File: src/rtl/core/tcx_pkg.sv
`timescale 1ns / 1ps
// ----------------------------------------------------------------------------
// tcx_pkg
// Shared types and constants of the tiny 16-bit CPU execute core.
// ----------------------------------------------------------------------------
package tcx_pkg;

   localparam int TCX_DATA_MEM_DEPTH = 256;
   localparam int TCX_ADDR_SPAN      = 256;
   localparam int TCX_NUM_REGS       = 8;
   localparam int TCX_REG_IDX_W      = 3;
   localparam int TCX_WORD_W         = 16;
   localparam int TCX_PC_W           = 8;

   typedef enum logic [3:0] {
      OP_MOV = 4'd0,
      OP_ADD = 4'd1,
      OP_SUB = 4'd2,
      OP_AND = 4'd3,
      OP_OR  = 4'd4,
      OP_SL  = 4'd5,
      OP_SR  = 4'd6,
      OP_SRA = 4'd7,
      OP_LDL = 4'd8,
      OP_LDH = 4'd9,
      OP_CMP = 4'd10,
      OP_JE  = 4'd11,
      OP_JMP = 4'd12,
      OP_LD  = 4'd13,
      OP_ST  = 4'd14,
      OP_HLT = 4'd15
   } op_type;

   typedef struct packed {
      logic [TCX_PC_W-1:0]      next_pc;
      logic                     halted;
      logic                     equal_flag;
      logic                     reg_write_valid;
      logic [TCX_REG_IDX_W-1:0] reg_write_index;
      logic [TCX_WORD_W-1:0]    reg_write_value;
      logic                     store_valid;
      logic [TCX_PC_W-1:0]      store_address;
      logic [TCX_WORD_W-1:0]    store_value;
   } ex_result_type;

endpackage

File: src/rtl/core/tcx_ram.sv
`timescale 1ns / 1ps
// ----------------------------------------------------------------------------
// tcx_ram
// Generic single write port, single read port RAM with registered read data.
// ----------------------------------------------------------------------------
module tcx_ram #(
   parameter int WIDTH = 16,
   parameter int DEPTH = 256
) (
   input  logic                     clock,
   input  logic                     wr_en,
   input  logic [$clog2(DEPTH)-1:0] wr_addr,
   input  logic [WIDTH-1:0]         wr_data,
   input  logic                     rd_en,
   input  logic [$clog2(DEPTH)-1:0] rd_addr,
   output logic [WIDTH-1:0]         rd_data
);

   logic [WIDTH-1:0] mem_ff [DEPTH];
   logic [WIDTH-1:0] rd_data_ff;

   always_ff @(posedge clock) begin
      if (wr_en) begin
         mem_ff[wr_addr] <= wr_data;
      end
      if (rd_en) begin
         rd_data_ff <= mem_ff[rd_addr];
      end
   end

   assign rd_data = rd_data_ff;

endmodule

File: src/rtl/core/tcx_mem_index.sv
`timescale 1ns / 1ps
// ----------------------------------------------------------------------------
// tcx_mem_index
// Reduces an 8-bit address field modulo the data memory depth.
// ----------------------------------------------------------------------------
module tcx_mem_index import tcx_pkg::*; #(
   parameter int DEPTH = TCX_DATA_MEM_DEPTH
) (
   input  logic [TCX_PC_W-1:0]      raw_addr,
   output logic [$clog2(DEPTH)-1:0] mem_idx
);

   localparam int MaxMult = TCX_ADDR_SPAN / DEPTH;

   logic [TCX_PC_W-1:0] base;
   logic [TCX_PC_W-1:0] diff;

   // The largest multiple of the depth not above the address is subtracted.
   always_comb begin
      base = '0;
      for (int k = 1; k <= MaxMult; k++) begin
         if (k * DEPTH < TCX_ADDR_SPAN) begin
            if (raw_addr >= TCX_PC_W'(k * DEPTH)) begin
               base = TCX_PC_W'(k * DEPTH);
            end
         end
      end
      diff = raw_addr - base;
   end

   assign mem_idx = diff[$clog2(DEPTH)-1:0];

endmodule

File: src/rtl/core/tcx_exec.sv
`timescale 1ns / 1ps
// ----------------------------------------------------------------------------
// tcx_exec
// Decode and execute logic for one instruction word against its operands.
// ----------------------------------------------------------------------------
module tcx_exec import tcx_pkg::*; #(
   parameter int DEPTH = TCX_DATA_MEM_DEPTH
) (
   input  logic [TCX_WORD_W-1:0] instr,
   input  logic [TCX_WORD_W-1:0] opnd_a,
   input  logic [TCX_WORD_W-1:0] opnd_b,
   input  logic [TCX_WORD_W-1:0] mem_data,
   input  logic [TCX_PC_W-1:0]   pc,
   input  logic                  equal_flag,
   input  logic                  stopped,
   output ex_result_type         result
);

   op_type                   op;
   logic [TCX_PC_W-1:0]      imm;
   logic [$clog2(DEPTH)-1:0] st_idx;

   assign op  = op_type'(instr[14:11]);
   assign imm = instr[7:0];

   tcx_mem_index #(
      .DEPTH(DEPTH)
   ) u_st_index (
      .raw_addr(imm),
      .mem_idx (st_idx)
   );

   always_comb begin
      result                 = '0;
      result.next_pc         = pc;
      result.halted          = stopped;
      result.equal_flag      = equal_flag;
      result.reg_write_index = '0;
      if (!stopped) begin
         result.next_pc = pc + TCX_PC_W'(1);
         if (!instr[15]) begin
            case (op)
               OP_MOV: begin
                  result.reg_write_valid = 1'b1;
                  result.reg_write_value = opnd_b;
               end
               OP_ADD: begin
                  result.reg_write_valid = 1'b1;
                  result.reg_write_value = opnd_a + opnd_b;
               end
               OP_SUB: begin
                  result.reg_write_valid = 1'b1;
                  result.reg_write_value = opnd_a - opnd_b;
               end
               OP_AND: begin
                  result.reg_write_valid = 1'b1;
                  result.reg_write_value = opnd_a & opnd_b;
               end
               OP_OR: begin
                  result.reg_write_valid = 1'b1;
                  result.reg_write_value = opnd_a | opnd_b;
               end
               OP_SL: begin
                  result.reg_write_valid = 1'b1;
                  result.reg_write_value = {opnd_a[14:0], 1'b0};
               end
               OP_SR: begin
                  result.reg_write_valid = 1'b1;
                  result.reg_write_value = {1'b0, opnd_a[15:1]};
               end
               OP_SRA: begin
                  result.reg_write_valid = 1'b1;
                  result.reg_write_value = {opnd_a[15], opnd_a[15:1]};
               end
               OP_LDL: begin
                  result.reg_write_valid = 1'b1;
                  result.reg_write_value = {opnd_a[15:8], imm};
               end
               OP_LDH: begin
                  result.reg_write_valid = 1'b1;
                  result.reg_write_value = {imm, opnd_a[7:0]};
               end
               OP_CMP: begin
                  result.equal_flag = (opnd_a == opnd_b);
               end
               OP_JE: begin
                  if (equal_flag) begin
                     result.next_pc = imm;
                  end
               end
               OP_JMP: begin
                  result.next_pc = imm;
               end
               OP_LD: begin
                  result.reg_write_valid = 1'b1;
                  result.reg_write_value = mem_data;
               end
               OP_ST: begin
                  result.store_valid   = 1'b1;
                  result.store_address = TCX_PC_W'(st_idx);
                  result.store_value   = opnd_a;
               end
               OP_HLT: begin
                  result.halted = 1'b1;
               end
               default: begin
                  result.halted = stopped;
               end
            endcase
         end
      end
      if (result.reg_write_valid) begin
         result.reg_write_index = instr[10:8];
      end
   end

endmodule

File: src/rtl/core/tiny_16bit_cpu_execute_core.sv
`timescale 1ns / 1ps
// ----------------------------------------------------------------------------
// tiny_16bit_cpu_execute_core
// Executes one 16-bit instruction word per item for a small teaching CPU.
//
// The req_ channel carries one instruction word per item, fetched at the
// program counter that the previous result reported. The rsp_ channel returns
// one result per item: next pc, halted and equal flags, and the register or
// data memory write the instruction made.
// An accepted item is held in the execute stage and then in the result
// register on rsp_. One item is accepted every cycle while req_ready is
// high, set by the single execute stage, which reads the register file and
// data memory ahead and forwards the most recent write around the RAMs.
// Reset clears pc, flags and halted mark and the per-entry written bits of
// the register file and data memory; an entry not yet written reads as zero,
// so no clearing pass is needed and items are taken right after reset.
// When the receiver stalls, the result register holds its item, the execute
// stage holds one more, and req_ready falls once both are full.
// ----------------------------------------------------------------------------
module tiny_16bit_cpu_execute_core import tcx_pkg::*; #(
   parameter int DATA_MEM_DEPTH = TCX_DATA_MEM_DEPTH
) (
   input  logic                     clock,
   input  logic                     reset,
   input  logic                     req_valid,
   output logic                     req_ready,
   input  logic [TCX_WORD_W-1:0]    req_instr_word,
   output logic                     rsp_valid,
   input  logic                     rsp_ready,
   output logic [TCX_PC_W-1:0]      rsp_next_pc,
   output logic                     rsp_halted,
   output logic                     rsp_equal_flag,
   output logic                     rsp_reg_write_valid,
   output logic [TCX_REG_IDX_W-1:0] rsp_reg_write_index,
   output logic [TCX_WORD_W-1:0]    rsp_reg_write_value,
   output logic                     rsp_store_valid,
   output logic [TCX_PC_W-1:0]      rsp_store_address,
   output logic [TCX_WORD_W-1:0]    rsp_store_value
);

   localparam int AddrW = $clog2(DATA_MEM_DEPTH);

   logic accept;
   logic advance;
   logic commit;

   logic [TCX_REG_IDX_W-1:0] rd_ra;
   logic [TCX_REG_IDX_W-1:0] rd_rb;
   logic [AddrW-1:0]         rd_midx;

   logic                     ex_valid_ff;
   logic [TCX_WORD_W-1:0]    ex_instr_ff;
   logic                     a_known_ff;
   logic                     b_known_ff;
   logic                     m_known_ff;

   logic [TCX_NUM_REGS-1:0]   reg_written_ff;
   logic [DATA_MEM_DEPTH-1:0] mem_written_ff;

   logic                     lw_valid_ff;
   logic [TCX_REG_IDX_W-1:0] lw_idx_ff;
   logic [TCX_WORD_W-1:0]    lw_val_ff;
   logic                     ls_valid_ff;
   logic [AddrW-1:0]         ls_addr_ff;
   logic [TCX_WORD_W-1:0]    ls_val_ff;

   logic [TCX_PC_W-1:0] pc_ff;
   logic                eq_ff;
   logic                halted_ff;

   logic          rsp_valid_ff;
   ex_result_type rsp_data_ff;

   logic [TCX_WORD_W-1:0] ram_a;
   logic [TCX_WORD_W-1:0] ram_b;
   logic [TCX_WORD_W-1:0] ram_m;
   logic [TCX_WORD_W-1:0] opnd_a;
   logic [TCX_WORD_W-1:0] opnd_b;
   logic [TCX_WORD_W-1:0] mem_data;
   logic [AddrW-1:0]      ex_midx;
   ex_result_type         ex_result;
   logic [AddrW-1:0]      st_idx;

   assign advance   = !rsp_valid_ff || rsp_ready;
   assign req_ready = !ex_valid_ff || advance;
   assign accept    = req_valid && req_ready;
   assign commit    = ex_valid_ff && advance;

   assign rd_ra = req_instr_word[10:8];
   assign rd_rb = req_instr_word[7:5];

   tcx_mem_index #(
      .DEPTH(DATA_MEM_DEPTH)
   ) u_rd_index (
      .raw_addr(req_instr_word[7:0]),
      .mem_idx (rd_midx)
   );

   tcx_mem_index #(
      .DEPTH(DATA_MEM_DEPTH)
   ) u_ex_index (
      .raw_addr(ex_instr_ff[7:0]),
      .mem_idx (ex_midx)
   );

   assign st_idx = ex_result.store_address[AddrW-1:0];

   tcx_ram #(
      .WIDTH(TCX_WORD_W),
      .DEPTH(TCX_NUM_REGS)
   ) u_regs_a (
      .clock  (clock),
      .wr_en  (commit && ex_result.reg_write_valid),
      .wr_addr(ex_result.reg_write_index),
      .wr_data(ex_result.reg_write_value),
      .rd_en  (accept),
      .rd_addr(rd_ra),
      .rd_data(ram_a)
   );

   tcx_ram #(
      .WIDTH(TCX_WORD_W),
      .DEPTH(TCX_NUM_REGS)
   ) u_regs_b (
      .clock  (clock),
      .wr_en  (commit && ex_result.reg_write_valid),
      .wr_addr(ex_result.reg_write_index),
      .wr_data(ex_result.reg_write_value),
      .rd_en  (accept),
      .rd_addr(rd_rb),
      .rd_data(ram_b)
   );

   tcx_ram #(
      .WIDTH(TCX_WORD_W),
      .DEPTH(DATA_MEM_DEPTH)
   ) u_dmem (
      .clock  (clock),
      .wr_en  (commit && ex_result.store_valid),
      .wr_addr(st_idx),
      .wr_data(ex_result.store_value),
      .rd_en  (accept),
      .rd_addr(rd_midx),
      .rd_data(ram_m)
   );

   // The last write always holds the newest value of its entry, which covers
   // a write made at the same edge as the read.
   always_comb begin
      if (lw_valid_ff && lw_idx_ff == ex_instr_ff[10:8]) begin
         opnd_a = lw_val_ff;
      end else begin
         opnd_a = a_known_ff ? ram_a : '0;
      end
      if (lw_valid_ff && lw_idx_ff == ex_instr_ff[7:5]) begin
         opnd_b = lw_val_ff;
      end else begin
         opnd_b = b_known_ff ? ram_b : '0;
      end
      if (ls_valid_ff && ls_addr_ff == ex_midx) begin
         mem_data = ls_val_ff;
      end else begin
         mem_data = m_known_ff ? ram_m : '0;
      end
   end

   tcx_exec #(
      .DEPTH(DATA_MEM_DEPTH)
   ) u_exec (
      .instr     (ex_instr_ff),
      .opnd_a    (opnd_a),
      .opnd_b    (opnd_b),
      .mem_data  (mem_data),
      .pc        (pc_ff),
      .equal_flag(eq_ff),
      .stopped   (halted_ff),
      .result    (ex_result)
   );

   always_ff @(posedge clock) begin
      if (reset) begin
         ex_valid_ff    <= 1'b0;
         rsp_valid_ff   <= 1'b0;
         reg_written_ff <= '0;
         mem_written_ff <= '0;
         lw_valid_ff    <= 1'b0;
         ls_valid_ff    <= 1'b0;
         pc_ff          <= '0;
         eq_ff          <= 1'b0;
         halted_ff      <= 1'b0;
      end else begin
         if (req_ready) begin
            ex_valid_ff <= req_valid;
         end
         if (advance) begin
            rsp_valid_ff <= ex_valid_ff;
         end
         if (commit) begin
            pc_ff     <= ex_result.next_pc;
            eq_ff     <= ex_result.equal_flag;
            halted_ff <= ex_result.halted;
            if (ex_result.reg_write_valid) begin
               reg_written_ff[ex_result.reg_write_index] <= 1'b1;
               lw_valid_ff <= 1'b1;
            end
            if (ex_result.store_valid) begin
               mem_written_ff[st_idx] <= 1'b1;
               ls_valid_ff <= 1'b1;
            end
         end
      end
   end

   always_ff @(posedge clock) begin
      if (accept) begin
         ex_instr_ff <= req_instr_word;
         a_known_ff  <= reg_written_ff[rd_ra];
         b_known_ff  <= reg_written_ff[rd_rb];
         m_known_ff  <= mem_written_ff[rd_midx];
      end
      if (commit) begin
         rsp_data_ff <= ex_result;
         if (ex_result.reg_write_valid) begin
            lw_idx_ff <= ex_result.reg_write_index;
            lw_val_ff <= ex_result.reg_write_value;
         end
         if (ex_result.store_valid) begin
            ls_addr_ff <= st_idx;
            ls_val_ff  <= ex_result.store_value;
         end
      end
   end

   assign rsp_valid           = rsp_valid_ff;
   assign rsp_next_pc         = rsp_data_ff.next_pc;
   assign rsp_halted          = rsp_data_ff.halted;
   assign rsp_equal_flag      = rsp_data_ff.equal_flag;
   assign rsp_reg_write_valid = rsp_data_ff.reg_write_valid;
   assign rsp_reg_write_index = rsp_data_ff.reg_write_index;
   assign rsp_reg_write_value = rsp_data_ff.reg_write_value;
   assign rsp_store_valid     = rsp_data_ff.store_valid;
   assign rsp_store_address   = rsp_data_ff.store_address;
   assign rsp_store_value     = rsp_data_ff.store_value;

endmodule

File: config.mk
export PLATFORM = sky130hd
export DESIGN_NAME = tiny_16bit_cpu_execute_core
export DESIGN_NICKNAME = d
export VERILOG_FILES = /design/src/rtl/core/tcx_pkg.sv /design/src/rtl/core/tcx_ram.sv /design/src/rtl/core/tcx_mem_index.sv /design/src/rtl/core/tcx_exec.sv /design/src/rtl/core/tiny_16bit_cpu_execute_core.sv
export SDC_FILE = /design/constraint.sdc
export NUM_CORES = 2
export LEC_CHECK = 0
export BUFFER_PORTS_ARGS = -buffer_cell sky130_fd_sc_hd__buf_2
export CAP_MARGIN = 20
export CELL_PAD_IN_SITES_DETAIL_PLACEMENT = 0
export CELL_PAD_IN_SITES_GLOBAL_PLACEMENT = 1
export CORE_MARGIN = 2
export CORE_UTILIZATION = 50
export CTS_CLUSTER_DIAMETER = 80
export CTS_CLUSTER_SIZE = 20
export DETAILED_ROUTE_END_ITERATION = 8
export PLACE_DENSITY_LB_ADDON = 0.1
export SYNTH_ARGS = -nofsm -noshare
export SYNTH_HDL_FRONTEND = slang
export SYNTH_HIERARCHICAL = 1
export SYNTH_MEMORY_MAX_BITS = 65536
export SYNTH_SLANG_ARGS = --single-unit
File: constraint.sdc
create_clock -name clock -period 13.4 [get_ports clock]
set_input_delay 0 -clock clock [delete_from_list [all_inputs] [get_ports clock]]
set_output_delay 0 -clock clock [all_outputs]
set_load 0.03 [all_outputs]
---- Yosys cells after proc, flatten, opt, wreduce, memory -nomap -nowiden ----
Memory sizes are Yosys's and may differ from the RTL's. A register that Yosys moved wholly into a read port is not among the register bits.
Index checks and enable logic that the tools add are counted.
word-level totals
  bits in registers ....................... 395
  RAM bits ................................ 4,352
  logic and storage cells ................. 111
  memories ................................ 3
operators by class
  add/subtract/negate cells ............... 3
  magnitude comparators ................... 7
  equal/unequal tests ..................... 19
  mux-type cells .......................... 32
  bitwise logic cells ..................... 4
  reductions and logical operators ........ 17
memory list
  name             depth  bits a word  read ports  clocked after memory_dff  wr ports  line           RTL
  u_dmem.mem_ff    256    16           1           1                         1         tcx_ram.sv:19  logic [WIDTH-1:0] mem_ff [DEPTH];
  u_regs_a.mem_ff  8      16           1           1                         1         tcx_ram.sv:19
  u_regs_b.mem_ff  8      16           1           1                         1         tcx_ram.sv:19
operators by type and width
  cell                   number
  $or A256 B256 Y256     1
  $pmux W16 S11          1
  $mux W16               6
  $mux W41               2
  $eq A4 B4 Y1 const B   8
  $mux W25               1
  $mux W11               2
  $lt A8 B9 Y1 const B   2
  $add A16 B16 Y16       1
  $and A16 B16 Y16       1
  $eq A16 B16 Y1         1
  $eq A4 B3 Y1 const B   4
  $or A16 B16 Y16        1
  $pmux W8 S2            1
  $sub A16 B16 Y16       1
  $lt A3 B4 Y1 const B   3
  $mux W1                12
  $reduce_or A11 Y1      1
  $logic_and A1 B1 Y1    9
  $add A8 B1 Y8 const B  1
  $bmux W1 S8            1
  $demux W1 S8           1
  $eq A4 B2 Y1 const B   2
  $eq A8 B8 Y1           1
  other kinds (13)       18

---- Logic depth before layout (Yosys ltp) ----
  depth after elaboration ................. 13
  gate-level depth with buffers ........... 16

---- Hierarchy ----
The synthesis kept the hierarchy.
by module, submodules not included
  module                       times used  cells each  area each (sq um)
  tcx_ram at u_dmem            1           7,360       158,874.9
  tiny_16bit_cpu_execute_core  1           1,511       15,323.4
  tcx_ram at u_regs_a ...      2           214         5,454.0
  tcx_exec                     1           598         3,742.3
  tcx_mem_index                3           8           60.1

---- Least setup slack after synthesis ----
Ideal clock, no wire load.
  path type ............................... reg2reg
  from .................................... reg lw_idx_ff[2]
  to ...................................... reg ls_val_ff[1], data pin
  library setup time ...................... 2,108 ps
  arrival ................................. 11,402 ps
  path slack .............................. -110 ps
  cell stages (with the launch flop) ...... 8
  period minus slack after synthesis ...... 13,510 ps
  cells stage by stage .................... edfxtp_1 -> xor2_1 -> nor3_1 -> clkbuf_1 -> nand2_1 -> o21ai_0 -> inv_1 -> nor3_1
RTL lines
  what                    line                                RTL
  from (decl)             tiny_16bit_cpu_execute_core.sv:61   logic [TCX_REG_IDX_W-1:0] lw_idx_ff;
  from (signal assigned)  tiny_16bit_cpu_execute_core.sv:224  lw_idx_ff <= ex_result.reg_write_index;
  to (signal assigned)    tiny_16bit_cpu_execute_core.sv:229  ls_val_ff <= ex_result.store_value;
  to (decl)               tiny_16bit_cpu_execute_core.sv:65   logic [TCX_WORD_W-1:0] ls_val_ff;

==> reports/qor.csv <==
metric,value,unit
status,"complete, no violations",
Synth area leader,edfxtp_1,
cts repair resizes,0,
top post-synthesis cells by area,"edfxtp_1, mux4_2, mux2i_1, dfxtp_1, nor2_1",
CTS max path bufs,4,
CTS root buf,clkbuf_16,
final setup TNS,0,ns
async set or reset register ratio after synthesis,0,%
Area growth syn-to-layout,8.38,%
Synth top area share,71.8,%
initial core utilization,50.3,%
Worst-Margin Slew,1.30,ns
Post-Layout Cell Count,15200,
post-layout instance area,205000,um^2
drt wl/cell,35.2,um
most frequent cells in the layout,"edfxtp_1, mux4_2, mux2i_1",
Post-synth top flop,edfxtp_1,
cell area after synthesis,189000,um^2
Cells after Synth,9921,
peak supply drop,0.0992,mV
Crit Path Class,register to register,
Core Rows,225,
Die Ht,619,um
vias per cell,6.53,
total track usage,27.7,%
Clock Latency Late Sink,0.95,ns
Die W,619,um
leakage power,65.2,nW
PwrDens,127,nW/um^2
Synthesized Nets,9994,
Final Core Density,54.5,%
Worst R2R Path Depth,12,
Max Clock Freq,0.170,GHz
routed vias,99300,
nets,10200,
post-synthesis cell type count,84,
core box area,376000,um^2
Reg2Reg Capture Point,u_dmem/mem_ff[177][11],
number of synthesized register bits,4795,
CTS tree,done,
DIE AREA,383000,um^2
Crit Reg-Reg Startpoint,ex_instr_ff[12],
Slew HR,13.6,%
"commonest non-fill, non-tap cell in the layout",edfxtp_1,
final setup margin,7.50,ns
"Reg clk slew, reported paths",0.09,ns
layout cells sized above 1,19.8,%
drt drc,0,
Max-Cap Viols,0,
IO Port Bufs,76,
TritonCTS Buffers,281,
Post-DP HPWL,324000,um
crit end category,register,
I/O pin count,77,
Final setup viols,0,
routed wire length,535000,um
Post-Place Cells,14800,
largest net degree at the start of global routing,181,
gr ovfl total,0,
Post-synth EDFFs,4517,
critical path endpoint,u_dmem/mem_ff[177][11],
syn avg cell area,19.1,um^2
dpl cell area,197000,um^2
Place WS,7.68,ns
initial antenna violation count,26,
Tmin final,5.90,ns
antenna-violating nets left,0,
vias in the first global route,95800,
GP Congestion,0.879,
Worst Hold Slack,0.113,ns
# H-tree levels,5,
"Seq/Total Area, Yosys",74.7,%
yosys warns,6,
Final Skew,0.0388,ns
Required @ worst endpoint,14.04,ns
Sink Count,4795,
FF-to-FF setup slack,7.50,ns
CP Max Fanout,28,
TritonRoute pass-1 iters,6,
Hold Path Class,primary input to register,
initial detailed-routing violation count,13100,
Slew Limit Fails,0,
arrival time at the worst endpoint,6.54,ns
crit path from,ex_instr_ff[12],
total power,26.1,mW
Final Hold Fails,0,
Startpoint Class,register,
Final Cycle Share,44.0,%
first-pass GRT wire length,751000,um
RSZ-0062 raised after global routing,false,
-- repair_timing --
action	CTS	global route
hold endpoints to repair	199	0
hold buffers	28	0
endpoints found under the setup margin	0	0
buffers inserted	0	0
-- area by class of cell --
cell class                      instances  area (um^2)
Fill cell                           29000       171000
Sequential cell                      4795       141000
Multi-Input combinational cell       4423        44600
Clock buffer                          317         7380
Tap cell                             4994         6250
Timing Repair Buffer                  585         4860
Clock inverter                         28          275
Inverter                               58          230
Antenna cell                           15         37.5
-- power breakdown --
| group | switching, mW | leakage [nW] | internal [mW] |
|---|---|---|---|
| clock network | 4.75 | 3.75 | 3.94 |
| registers | 0.0425 | 44.2 | 16.2 |
| logic | 0.794 | 17.3 | 0.400 |
-- worst max-delay path, cell delays in order, from the launching register on --
cell	delay, ns
edfxtp_1	0.34
buf_4	0.31
inv_1	0.42
nor2_1	0.35
nand2_1	0.11
buf_4	0.26
nor2_1	0.13
buf_4	0.18
and2_1	0.60
nor2b_1	0.62
nand3_2	0.92
nor2_1	0.97
buf_4	0.34
-- layer usage --
metal  share of wire [%]  vias up  track usage (%)
met5              0.0013        -                0
met4                 2.9        2             7.14
met3                 7.8      618             3.69
met2                  48     4351             44.2
met1                  42    53600             40.6
li1                    -    40800                -
-- worst min path at each step --
stage,startpoint,endpoint,cells after the start
2_1_floorplan,req_instr_word[0],ex_instr_ff[0],0
3_3_place_gp,req_instr_word[13],ex_instr_ff[13],1
3_5_place_dp,req_instr_word[13],ex_instr_ff[13],1
4_1_cts,req_instr_word[4],ex_instr_ff[4],2
5_1_grt,req_instr_word[4],ex_instr_ff[4],2
6_report,req_instr_word[4],ex_instr_ff[4],2
-- state kept, by name (all words and copies together), names as in the netlist, 128 cells and up --
register,cells
u_dmem/mem_ff,4096
mem_written_ff,256
u_regs_a/mem_ff,128
u_regs_b/mem_ff,128
-- logic make-up (layout without fill, tap and decap cells) --
family                     Yosys count  count (layout)  synth area share [%]
DFF                               4795            4795                  74.7
muxes                             1675            1675                  15.0
AOI/OAI and AO/OA                 1376            1376                  4.78
and+or+nand+nor                   1294            1294                  3.00
buffers and inverters              703             988                  2.06
adders and majority gates           53              53                 0.359
xor gates and xnor gates            25              25                 0.116
other                                0              15                     0
-- cell usage after synthesis, drive strengths merged (146+ instances only) --
cell type / instances
a21oi: 495
dfxtp: 278
buf: 329
nor2: 676
mux2i: 655
o221ai: 255
mux4: 896
nor3: 146
clkbuf: 316
nand2: 230
o22ai: 183
edfxtp: 4517
(Power assumes the default switching activity.)
